### src/hw/rtl/kvlp_pkg.sv
// Shared types, constants and the per-byte line classification function.
`default_nettype none
package kvlp_pkg;

   localparam int FIELD_BUFFER_BYTES = 125;
   localparam int KEY_LIMIT = FIELD_BUFFER_BYTES - 2;
   localparam int VALUE_LIMIT = FIELD_BUFFER_BYTES - 4;
   localparam int CNT_W = $clog2(KEY_LIMIT + 1);

   localparam int QUEUE_DEPTH = 4;
   localparam int QPTR_W = $clog2(QUEUE_DEPTH);
   localparam int QCNT_W = $clog2(QUEUE_DEPTH + 1);

   localparam logic [7:0] CH_EQ = 8'h3D;
   localparam logic [7:0] CH_LF = 8'h0A;
   localparam logic [7:0] CH_CR = 8'h0D;
   localparam logic [7:0] CH_SP = 8'h20;

   localparam logic [1:0] KIND_KEY = 2'd0;
   localparam logic [1:0] KIND_VALUE = 2'd1;
   localparam logic [1:0] KIND_ACCEPT = 2'd2;
   localparam logic [1:0] KIND_REJECT = 2'd3;

   typedef struct packed {
      logic [7:0] data_byte;
      logic       buffer_start;
   } req_type;

   typedef struct packed {
      logic [7:0] out_byte;
      logic [1:0] item_kind;
   } rsp_type;

   typedef struct packed {
      logic             in_value_part;
      logic [CNT_W-1:0] key_raw_count;
      logic [CNT_W-1:0] value_raw_count;
      logic             key_started;
      logic             value_started;
      logic             cr_held;
      logic             line_open;
      logic             length_overflow;
   } line_state_type;

   typedef struct packed {
      line_state_type st;
      logic           emit;
      rsp_type        item;
   } step_type;

   // Up to two results per transaction, slot a first.
   typedef struct packed {
      logic [1:0] count;
      rsp_type    a;
      rsp_type    b;
   } push_type;

   // One ordinary (non-LF) byte applied to the line state.
   function automatic step_type plain_byte(input line_state_type s, input logic [7:0] b);
      step_type r;
      r = '0;
      r.st = s;
      r.item.out_byte = b;
      r.item.item_kind = KIND_KEY;
      r.st.line_open = 1'b1;
      if (!s.in_value_part) begin
         if (b == CH_EQ) begin
            r.st.in_value_part = 1'b1;
         end else begin
            if (s.key_raw_count < CNT_W'(KEY_LIMIT)) begin
               r.st.key_raw_count = s.key_raw_count + 1'b1;
            end else begin
               r.st.length_overflow = 1'b1;
            end
            if (s.key_started || (b != CH_SP)) begin
               r.st.key_started = 1'b1;
               r.emit = 1'b1;
            end
         end
      end else begin
         r.item.item_kind = KIND_VALUE;
         if (s.value_raw_count < CNT_W'(VALUE_LIMIT)) begin
            r.st.value_raw_count = s.value_raw_count + 1'b1;
         end else begin
            r.st.length_overflow = 1'b1;
         end
         if (s.value_started || (b != CH_SP)) begin
            r.st.value_started = 1'b1;
            r.emit = 1'b1;
         end
      end
      return r;
   endfunction

endpackage
`default_nettype wire

### src/hw/rtl/kvlp_front.sv
// Front end: keeps line state and turns each input byte into zero to two results.
`default_nettype none
module kvlp_front
   import kvlp_pkg::*;
(
   input  wire logic    clock,
   input  wire logic    reset,
   input  wire logic    req_accept,
   input  wire req_type req_data,
   output push_type     push
);

   line_state_type state_ff, state_in;

   line_state_type s0, s1;
   step_type       p1, p2;
   logic           v0, v1, v2;
   rsp_type        r0, r1, r2;
   logic           ok;

   always_comb begin
      s0 = state_ff;
      v0 = 1'b0;
      if (req_data.buffer_start) begin
         v0 = state_ff.line_open | state_ff.cr_held;
         s0 = '0;
      end
      r0.out_byte = 8'h00;
      r0.item_kind = KIND_REJECT;

      ok = s0.in_value_part && (s0.key_raw_count != '0) &&
           (s0.value_raw_count != '0) && !s0.length_overflow;

      // held CR turns into an ordinary byte ahead of this one
      p1 = plain_byte(s0, CH_CR);
      s1 = s0.cr_held ? p1.st : s0;
      s1.cr_held = 1'b0;
      p2 = plain_byte(s1, req_data.data_byte);

      if (req_data.data_byte == CH_LF) begin
         v1 = 1'b1;
         r1.out_byte = 8'h00;
         r1.item_kind = ok ? KIND_ACCEPT : KIND_REJECT;
         v2 = 1'b0;
         r2 = p2.item;
         state_in = '0;
      end else begin
         v1 = s0.cr_held & p1.emit;
         r1 = p1.item;
         r2 = p2.item;
         if (req_data.data_byte == CH_CR) begin
            v2 = 1'b0;
            state_in = s1;
            state_in.cr_held = 1'b1;
            state_in.line_open = 1'b1;
         end else begin
            v2 = p2.emit;
            state_in = p2.st;
         end
      end

      push.count = req_accept ? ({1'b0, v0} + {1'b0, v1} + {1'b0, v2}) : 2'd0;
      push.a = v0 ? r0 : (v1 ? r1 : r2);
      push.b = (v0 && v1) ? r1 : r2;
   end

   always_ff @(posedge clock) begin
      if (reset) begin
         state_ff <= '0;
      end else if (req_accept) begin
         state_ff <= state_in;
      end
   end

endmodule
`default_nettype wire

### src/hw/rtl/kvlp_queue.sv
// Small result queue: two writes and one read per cycle.
`default_nettype none
module kvlp_queue
   import kvlp_pkg::*;
(
   input  wire logic     clock,
   input  wire logic     reset,
   input  wire push_type push,
   input  wire logic     pop,
   output rsp_type       head,
   output logic          not_empty,
   output logic          no_room
);

   rsp_type           mem_ff [QUEUE_DEPTH];
   logic [QPTR_W-1:0] wr_ptr_ff, wr_ptr_in;
   logic [QPTR_W-1:0] rd_ptr_ff, rd_ptr_in;
   logic [QCNT_W-1:0] count_ff, count_in;
   logic              do_pop;

   assign not_empty = (count_ff != '0);
   // room for a full two-result transaction is required before accepting
   assign no_room   = (count_ff > QCNT_W'(QUEUE_DEPTH - 2));
   assign head      = mem_ff[rd_ptr_ff];
   assign do_pop    = pop & not_empty;

   always_comb begin
      wr_ptr_in = wr_ptr_ff + QPTR_W'(push.count);
      rd_ptr_in = rd_ptr_ff + QPTR_W'(do_pop);
      count_in  = count_ff + QCNT_W'(push.count) - QCNT_W'(do_pop);
   end

   always_ff @(posedge clock) begin
      if (reset) begin
         wr_ptr_ff <= '0;
         rd_ptr_ff <= '0;
         count_ff  <= '0;
      end else begin
         wr_ptr_ff <= wr_ptr_in;
         rd_ptr_ff <= rd_ptr_in;
         count_ff  <= count_in;
      end
   end

   always_ff @(posedge clock) begin
      if (push.count != 2'd0) begin
         mem_ff[wr_ptr_ff] <= push.a;
      end
      if (push.count == 2'd2) begin
         mem_ff[wr_ptr_ff + 1'b1] <= push.b;
      end
   end

endmodule
`default_nettype wire

### src/hw/rtl/kvlp_back.sv
// Back end: drains the queue into the registered result channel.
`default_nettype none
module kvlp_back
   import kvlp_pkg::*;
(
   input  wire logic    clock,
   input  wire logic    reset,
   input  wire rsp_type head,
   input  wire logic    not_empty,
   output logic         pop,
   output logic         rsp_valid,
   input  wire logic    rsp_stall,
   output rsp_type      rsp_data
);

   logic    rsp_valid_ff, rsp_valid_in;
   rsp_type rsp_data_ff, rsp_data_in;
   logic    load;

   assign load = ~rsp_valid_ff | ~rsp_stall;
   assign pop  = load & not_empty;

   always_comb begin
      rsp_valid_in = rsp_valid_ff;
      rsp_data_in  = rsp_data_ff;
      if (load) begin
         rsp_valid_in = not_empty;
         rsp_data_in  = head;
      end
   end

   always_ff @(posedge clock) begin
      if (reset) begin
         rsp_valid_ff <= 1'b0;
      end else begin
         rsp_valid_ff <= rsp_valid_in;
      end
   end

   always_ff @(posedge clock) begin
      rsp_data_ff <= rsp_data_in;
   end

   assign rsp_valid = rsp_valid_ff;
   assign rsp_data  = rsp_data_ff;

endmodule
`default_nettype wire

### src/hw/rtl/key_value_line_parser_unit.sv
// Top level of the key/value line parser.
// Input channel (req_): one text byte per transaction plus a buffer-start flag.
// Result channel (rsp_): key bytes, value bytes and accept/reject line marks,
// in order. A byte yields zero, one or two results.
// Path: a byte's results are written to the queue at the edge that accepts the
// byte and then pass through the output register to rsp_; older queued
// results come out first.
// Throughput: one byte per cycle while each byte yields at most one result and
// rsp_stall is low; the single result port drains the four-entry queue at one
// result per cycle, so bytes with two results use twice the output bandwidth.
// req_stall is high when the queue lacks room for two more results; it is
// decoded from the registered queue count and does not depend on req_valid.
// When the receiver stalls, rsp_data holds and the queue fills, after which
// req_stall rises; nothing is lost or repeated.
// Reset clears the line state, the queue pointers and count and the output
// valid flag; the block can take a byte as soon as reset is low.
`default_nettype none
module key_value_line_parser_unit
   import kvlp_pkg::*;
(
   input  wire logic    clock,
   input  wire logic    reset,
   input  wire logic    req_valid,
   output logic         req_stall,
   input  wire req_type req_data,
   output logic         rsp_valid,
   input  wire logic    rsp_stall,
   output rsp_type      rsp_data
);

   push_type push;
   rsp_type  head;
   logic     not_empty;
   logic     no_room;
   logic     pop;
   logic     req_accept;

   assign req_stall  = no_room;
   assign req_accept = req_valid & ~no_room;

   kvlp_front u_front (
      .clock      (clock),
      .reset      (reset),
      .req_accept (req_accept),
      .req_data   (req_data),
      .push       (push)
   );

   kvlp_queue u_queue (
      .clock     (clock),
      .reset     (reset),
      .push      (push),
      .pop       (pop),
      .head      (head),
      .not_empty (not_empty),
      .no_room   (no_room)
   );

   kvlp_back u_back (
      .clock     (clock),
      .reset     (reset),
      .head      (head),
      .not_empty (not_empty),
      .pop       (pop),
      .rsp_valid (rsp_valid),
      .rsp_stall (rsp_stall),
      .rsp_data  (rsp_data)
   );

endmodule
`default_nettype wire

### config.mk
export PLATFORM = sky130hd
export DESIGN_NAME = key_value_line_parser_unit
export DESIGN_NICKNAME = d
export VERILOG_FILES = /design/src/hw/rtl/kvlp_pkg.sv /design/src/hw/rtl/kvlp_front.sv /design/src/hw/rtl/kvlp_queue.sv /design/src/hw/rtl/kvlp_back.sv /design/src/hw/rtl/key_value_line_parser_unit.sv
export SDC_FILE = /design/constraint.sdc
export NUM_CORES = 1
export LEC_CHECK = 0
export BUFFER_PORTS_ARGS = -buffer_cell sky130_fd_sc_hd__buf_4
export CAP_MARGIN = 40
export CELL_PAD_IN_SITES_DETAIL_PLACEMENT = 0
export CELL_PAD_IN_SITES_GLOBAL_PLACEMENT = 2
export CORE_MARGIN = 2
export CORE_UTILIZATION = 37
export DETAILED_ROUTE_END_ITERATION = 6
export PLACE_DENSITY_LB_ADDON = 0.1
export SLEW_MARGIN = 15
export SYNTH_ARGS = -nofsm -noshare
export SYNTH_HDL_FRONTEND = slang
export SYNTH_HIERARCHICAL = 1
export SYNTH_SLANG_ARGS = --single-unit
### constraint.sdc
create_clock -name clock -period 10.65 [get_ports clock]
set_clock_uncertainty 0.05 [all_clocks]
set_input_delay 1.5975 -clock clock [delete_from_list [all_inputs] [get_ports clock]]
set_output_delay 1.5975 -clock clock [all_outputs]
set_load 0.01 [all_outputs]
Word level (Yosys, flattened, before mapping)
Memory sizes are Yosys's and may differ from the RTL's. A register that Yosys moved wholly into a read port is not among the register bits.
Cells that the tools add are included.
Cells by class
  add/subtract/negate cells: 11
  magnitude comparators: 5
  equal/unequal tests: 5
  mux-type cells: 46
  bitwise operators: 9
  reductions and logical operators: 11
Operators by type and width (count)
  $mux W20: 3
  $mux W7: 8
  $mux W10: 3
  $add A7 B1 Y7 const B: 4
  $lt A7 B7 Y1 const B: 4
  $mux W1: 25
  $mux W19: 1
  $eq A8 B4 Y1 const B: 2
  $reduce_bool A7 Y1: 2
  $eq A8 B6 Y1 const B: 1
  $mux W2: 4
  $mux W8: 1
  $ne A8 B6 Y1 const B: 1
  $mux W6: 1
  $add A2 B1 Y2: 2
  $and A1 B1 Y1: 4
  $logic_and A1 B1 Y1: 4
  $add A3 B2 Y3: 1
  $gt A3 B2 Y1 const B: 1
  $not A1 Y1: 3
  $reduce_bool A3 Y1: 1
  $sub A3 B1 Y3: 1
  $add A1 B1 Y2: 1
  $add A2 B1 Y2 const B: 1
  other kinds (6): 8
Storage, ports and cells
  register bits: 28
  memory bits (writable): 40
  input bits: 13
  output and inout port bits: 12
  word-level logic and storage cells: 100
  memories kept: 1
Memory list
  u_queue.mem_ff: depth 4, width 10, read ports 1, clocked after memory_dff 1, wr ports 2, line kvlp_queue.sv:15  | rsp_type mem_ff [QUEUE_DEPTH];

Depth between registers and ports, before layout
  depth in word-level cells: 16
  depth in mapped cells: 15
  mapped depth without buffers: 12

Cells and area by module
Netlist, hierarchy kept.
Modules (own cells, without submodules)
  kvlp_queue: times used 1, cells an instance 142, area each 2499.9 um^2, sequential area each 1341.3 um^2
  kvlp_front: times used 1, cells an instance 289, area each 2157.1 um^2, sequential area each 400.4 um^2
  kvlp_back: times used 1, cells an instance 15, area each 339.1 um^2, sequential area each 320.3 um^2
  key_value_line_parser_unit: times used 1, cells an instance 1, area each 13.8 um^2, sequential area each 0.0 um^2

Worst setup path before layout
Ideal clock, no wire load.
  kind: in2reg
  from: in req_data[8] (netlist bit)
  to: mem u_queue/mem_ff[0][0] (netlist bit) (enable)
  library setup time: 0.393 ns
  arrival time: 4.663 ns
  data required time: 10.207 ns
  path slack: 5.544 ns
  stages on the path: 8
  buffers on the path: 0
  cells stage by stage: or4_4 > nor4_1 > a21oi_1 > o2111a_1 > fa_1 > and2_1 > nor2_1 > o31ai_1
RTL lines
  start, declared: line key_value_line_parser_unit.sv:25  | input wire req_type req_data,
  end, declared: line kvlp_queue.sv:15

==> metrics.txt <==
# TYPE chip_impl_metric gauge
chip_impl_info{name="status",value="complete, no violations"} 1
chip_impl_metric{name="drt_pass1_iterations",unit=""} 5
chip_impl_info{name="critical-path-top-delay-family",value="simple AND/OR/NAND/NOR gates"} 1
chip_impl_metric{name="synth.yosys.warnings",unit=""} 6
chip_impl_metric{name="finalWirelength",unit="um"} 12200
chip_impl_metric{name="grt_max_degree",unit=""} 24
chip_impl_metric{name="ctsLongestPathBuffers",unit=""} 2
chip_impl_metric{name="num_rows",unit=""} 42
chip_impl_metric{name="maximum_fanout_along_the_worst_path",unit=""} 9
chip_impl_metric{name="cap_viol_max_count",unit=""} 0
chip_impl_metric{name="critical_path.n_buffers_inverters",unit=""} 2
chip_impl_metric{name="inserted_diodes",unit=""} 0
chip_impl_metric{name="ff2ff_path_depth",unit=""} 9
chip_impl_metric{name="fmaxAchievable",unit="MHz"} 198
chip_impl_metric{name="final_max_slew_viol_count",unit=""} 0
chip_impl_metric{name="setup_viol",unit=""} 0
chip_impl_metric{name="gpl.final_weighted_congestion",unit=""} 0.799
chip_impl_info{name="timing.critical_path.from_type",value="primary input"} 1
chip_impl_metric{name="drcViolationCount",unit=""} 0
chip_impl_info{name="root_driver",value="sky130_fd_sc_hd__clkbuf_16"} 1
chip_impl_info{name="setup.worst_path.end",value="u_queue/mem_ff[2][9]$_DFFE_PP_"} 1
chip_impl_metric{name="initial_core_util",unit="%"} 37.8
chip_impl_metric{name="post_route_cells_drive_above_1_share",unit="%"} 22.7
chip_impl_metric{name="fin_tns_setup",unit="ns"} 0
chip_impl_metric{name="die_width",unit="um"} 120
chip_impl_metric{name="cts-buffers-inserted",unit=""} 9
chip_impl_metric{name="finish.instance_area",unit="um2"} 5550
chip_impl_metric{name="post_synthesis_net_count",unit=""} 470
chip_impl_metric{name="die_h",unit="um"} 120
chip_impl_metric{name="worstPathArrival",unit="ns"} 5.08
chip_impl_info{name="crit-reg2reg-launch",value="u_front/state_ff[19]$_SDFFE_PP0P_"} 1
chip_impl_info{name="cp_cell_sequence",value="buf_4, or4_4, nor4_1, a21oi_1, o2111a_1, fa_1, and2_1, nor4bb_4, buf_6, mux2_2"} 1
chip_impl_metric{name="avgViaCountPerCell",unit=""} 5.70
chip_impl_metric{name="antenna_violations_before_repair",unit=""} 0
chip_impl_metric{name="critical_path_cell_count",unit=""} 10
chip_impl_metric{name="yosysSeqAreaShare",unit="%"} 41.2
chip_impl_metric{name="postRouteAntennaNets",unit=""} 0
chip_impl_metric{name="report.power.total",unit="uW"} 947
chip_impl_metric{name="port-buffer-count",unit=""} 24
chip_impl_metric{name="dpl_hpwl",unit="um"} 8670
chip_impl_metric{name="cts_num_sinks",unit=""} 78
chip_impl_metric{name="htree_levels",unit=""} 3
chip_impl_metric{name="num_vias",unit=""} 3638
chip_impl_metric{name="post_cts_buffers",unit=""} 0
chip_impl_metric{name="critical_path_required",unit="ns"} 10.69
chip_impl_metric{name="syn-mean-instance-area",unit="um2"} 11.2
chip_impl_metric{name="synth_cells",unit=""} 447
chip_impl_metric{name="static-leakage-power",unit="nW"} 2.06
chip_impl_info{name="tritoncts",value="done"} 1
chip_impl_metric{name="first_iter_violations",unit=""} 165
chip_impl_metric{name="fin_crit",unit="ns"} 5.05
chip_impl_info{name="cell_type_of_the_slowest_stage_on_the_worst_timing_path",value="sky130_fd_sc_hd__or4_4"} 1
chip_impl_info{name="grt_setup_unrepaired",value="false"} 1
chip_impl_metric{name="post-route-period-util",unit="%"} 47.4
chip_impl_info{name="worst_hold_path_type",value="flop to flop"} 1
chip_impl_metric{name="clk_latency",unit="ns"} 0.34
chip_impl_metric{name="tightestPinTransition",unit="ns"} 0.839
chip_impl_metric{name="distinct_cell_type_count_after_synthesis",unit=""} 79
chip_impl_metric{name="maxSlewHeadroom",unit="%"} 43.5
chip_impl_info{name="synth-main-ff-cell",value="sky130_fd_sc_hd__edfxtp_1"} 1
chip_impl_metric{name="synth-edff-count",unit=""} 50
chip_impl_metric{name="placement.cell_area",unit="um2"} 5270
chip_impl_metric{name="cp_max_stage_delay",unit="ns"} 0.57
chip_impl_metric{name="first_global_vias",unit=""} 3593
chip_impl_metric{name="path_clk_slew",unit="ns"} 0.06
chip_impl_metric{name="worst_ir_drop_vdd",unit="mV"} 0.0745
chip_impl_metric{name="ys_seq_elements",unit=""} 78
chip_impl_metric{name="timing.reg2reg.setup_slack",unit="ns"} 6.97
chip_impl_info{name="critical_path.startpoint",value="req_data[8]"} 1
chip_impl_metric{name="ios",unit=""} 25
chip_impl_metric{name="nNetsFinal",unit=""} 480
chip_impl_metric{name="cts_repair_resize_count",unit=""} 0
chip_impl_metric{name="grt.overflow.total",unit=""} 0
chip_impl_metric{name="grt_usage",unit="%"} 17.8
chip_impl_metric{name="flow.area_growth_from_synthesis",unit="%"} 10.8
chip_impl_metric{name="fp.dieArea",unit="um2"} 14500
chip_impl_metric{name="netlist_area",unit="um2"} 5010
chip_impl_metric{name="synth-async-reset-ratio",unit="%"} 0
chip_impl_metric{name="final_hold_viol_count",unit=""} 0
chip_impl_info{name="crit_type",value="primary input to flop"} 1
chip_impl_metric{name="wire_length_of_the_first_global_routing_pass",unit="um"} 19800
chip_impl_metric{name="wl_per_cell",unit="um"} 19.1
chip_impl_metric{name="powerDensity",unit="nW/um2"} 171
chip_impl_metric{name="floorplan_core_area",unit="um2"} 13200
chip_impl_info{name="kind_of_end_point_of_the_critical_path",value="flop"} 1
chip_impl_info{name="critical_path.reg2reg.endpoint",value="u_queue/mem_ff[2][9]$_DFFE_PP_"} 1
chip_impl_metric{name="cts_hold_buf",unit=""} 0
## flip-flops by register name, summed over array words and instances, names as in the netlist
register and cells:
u_queue/wr_ptr_ff 2, u_queue/mem_ff 40, u_front/state_ff 20, u_queue/rd_ptr_ff 2, u_back/rsp_valid 1, u_queue/count_ff 3, u_back/rsp_data 10
## logic make-up (layout without fill, tap and decap cells)
| kind of cell | after synthesis | in the layout | share of synthesized area, % |
|---|---|---|---|
| AND/OR/NAND/NOR | 161 | 161 | 20.1 |
| AO/OA/AOI/OAI | 86 | 86 | 12.4 |
| flip-flops | 78 | 78 | 41.2 |
| multiplexers | 59 | 59 | 16.7 |
| buffers and inverters | 45 | 60 | 4.82 |
| adder cells (fa/ha/maj) | 10 | 10 | 2.80 |
| XOR/XNOR | 8 | 8 | 1.95 |
## where the power goes
part	switching (mW)	internal, mW	leakage, nW
clock	0.126	0.156	0.126
sequential	0.0381	0.389	0.702
combinational	0.107	0.131	1.24
## how the worst min path moves through the flow
stage / slack (ns) / from / end / cells after the start
finish: 0.41 / u_front/state_ff[1]$_SDFFE_PP0P_ / u_front/state_ff[1]$_SDFFE_PP0P_ / 1
global route: 0.43 / u_front/state_ff[1]$_SDFFE_PP0P_ / u_front/state_ff[1]$_SDFFE_PP0P_ / 1
CTS: 0.41 / u_front/state_ff[1]$_SDFFE_PP0P_ / u_front/state_ff[1]$_SDFFE_PP0P_ / 1
detailed placement: 0.39 / u_front/state_ff[1]$_SDFFE_PP0P_ / u_front/state_ff[1]$_SDFFE_PP0P_ / 1
global placement: 0.39 / u_front/state_ff[1]$_SDFFE_PP0P_ / u_front/state_ff[1]$_SDFFE_PP0P_ / 1
floorplan: 0.37 / u_front/state_ff[1]$_SDFFE_PP0P_ / u_front/state_ff[1]$_SDFFE_PP0P_ / 1
## cell usage after synthesis, drive strengths merged (3+ instances only)
| library cell | instances | area share, % |
|---|---|---|
| a211o | 4 | 0.70 |
| a211oi | 3 | 0.45 |
| a21o | 3 | 0.45 |
| a21oi | 16 | 1.7 |
| a31oi | 4 | 0.50 |
| a32o | 4 | 0.80 |
| and2 | 10 | 1.3 |
| and3 | 7 | 0.87 |
| and4b | 3 | 0.60 |
| buf | 20 | 2.8 |
| clkbuf | 12 | 0.92 |
| dfxtp | 28 | 11 |
| edfxtp | 50 | 30 |
| ha | 8 | 2.0 |
| inv | 12 | 0.90 |
| mux2 | 43 | 11 |
| mux2i | 6 | 1.2 |
| mux4 | 10 | 4.5 |
| nand2 | 26 | 1.9 |
| nand2b | 5 | 0.62 |
| nand3 | 13 | 1.3 |
| nand4 | 10 | 1.4 |
| nand4b | 3 | 0.52 |
| nor2 | 31 | 2.4 |
| nor2b | 17 | 2.3 |
| nor3 | 3 | 0.30 |
| nor4 | 8 | 1.9 |
| o211ai | 4 | 0.70 |
| o21a | 4 | 0.60 |
| o21ai | 12 | 1.2 |
| o31ai | 6 | 0.90 |
| or3 | 5 | 0.62 |
| or4 | 6 | 1.0 |
| xnor2 | 3 | 0.52 |
| xor2 | 3 | 0.52 |
## per-stage QoR
stage               instances  setup slack, ns  hold WS [ns]  util, %
floorplan                 447             5.54         0.373        -
global placement          619             4.96         0.388     39.7
detailed placement        621             4.90         0.390     39.8
CTS                       637             5.25         0.406     41.8
global route              638             5.34         0.426     41.9
finish                    638             5.60         0.406     41.9
## layout make-up
type | count | area [um2]
Clock buffer | 9 | 225
Clock inverter | 7 | 40.0
Tap cell | 176 | 220
Timing Repair Buffer | 32 | 248
Sequential cell | 78 | 2060
Multi-Input combinational cell | 324 | 2710
Inverter | 12 | 45.0
Fill cell | 1299 | 7690
## cells in the final DEF (no fill, tap or decap), types with 4 or more instances in the layout
cell,instances
sky130_fd_sc_hd__or4_1,4
sky130_fd_sc_hd__nor2_1,30
sky130_fd_sc_hd__and3_1,7
sky130_fd_sc_hd__nor4_1,5
sky130_fd_sc_hd__inv_1,12
sky130_fd_sc_hd__mux2_1,13
sky130_fd_sc_hd__or3_1,5
sky130_fd_sc_hd__o31ai_1,6
sky130_fd_sc_hd__and2_1,9
sky130_fd_sc_hd__a21oi_1,15
sky130_fd_sc_hd__nand3_1,13
sky130_fd_sc_hd__mux2_4,18
sky130_fd_sc_hd__mux2i_1,6
sky130_fd_sc_hd__nand2_1,26
sky130_fd_sc_hd__a32o_1,4
sky130_fd_sc_hd__ha_1,8
sky130_fd_sc_hd__dfxtp_1,28
sky130_fd_sc_hd__mux4_2,10
sky130_fd_sc_hd__a211o_1,4
sky130_fd_sc_hd__o21ai_0,12
sky130_fd_sc_hd__nand4_1,9
sky130_fd_sc_hd__nand2b_1,5
sky130_fd_sc_hd__edfxtp_1,50
sky130_fd_sc_hd__mux2_2,12
sky130_fd_sc_hd__a31oi_1,4
sky130_fd_sc_hd__clkinv_1,4
sky130_fd_sc_hd__buf_4,30
sky130_fd_sc_hd__o21a_1,4
sky130_fd_sc_hd__clkbuf_16,9
sky130_fd_sc_hd__nor2b_1,15
## layer usage
| metal | vias to the layer above | GRT usage (%) | wire length (um) |
|---|---|---|---|
| met3 | 21 | 2.74 | 325 |
| met4 | 0 | 7.99 | 308 |
| met2 | 79 | 29.1 | 5950 |
| met1 | 1796 | 23.3 | 5590 |
| li1 | 1742 | - | - |
| met5 | - | 0 | 0 |
(Power assumes the default switching activity.)
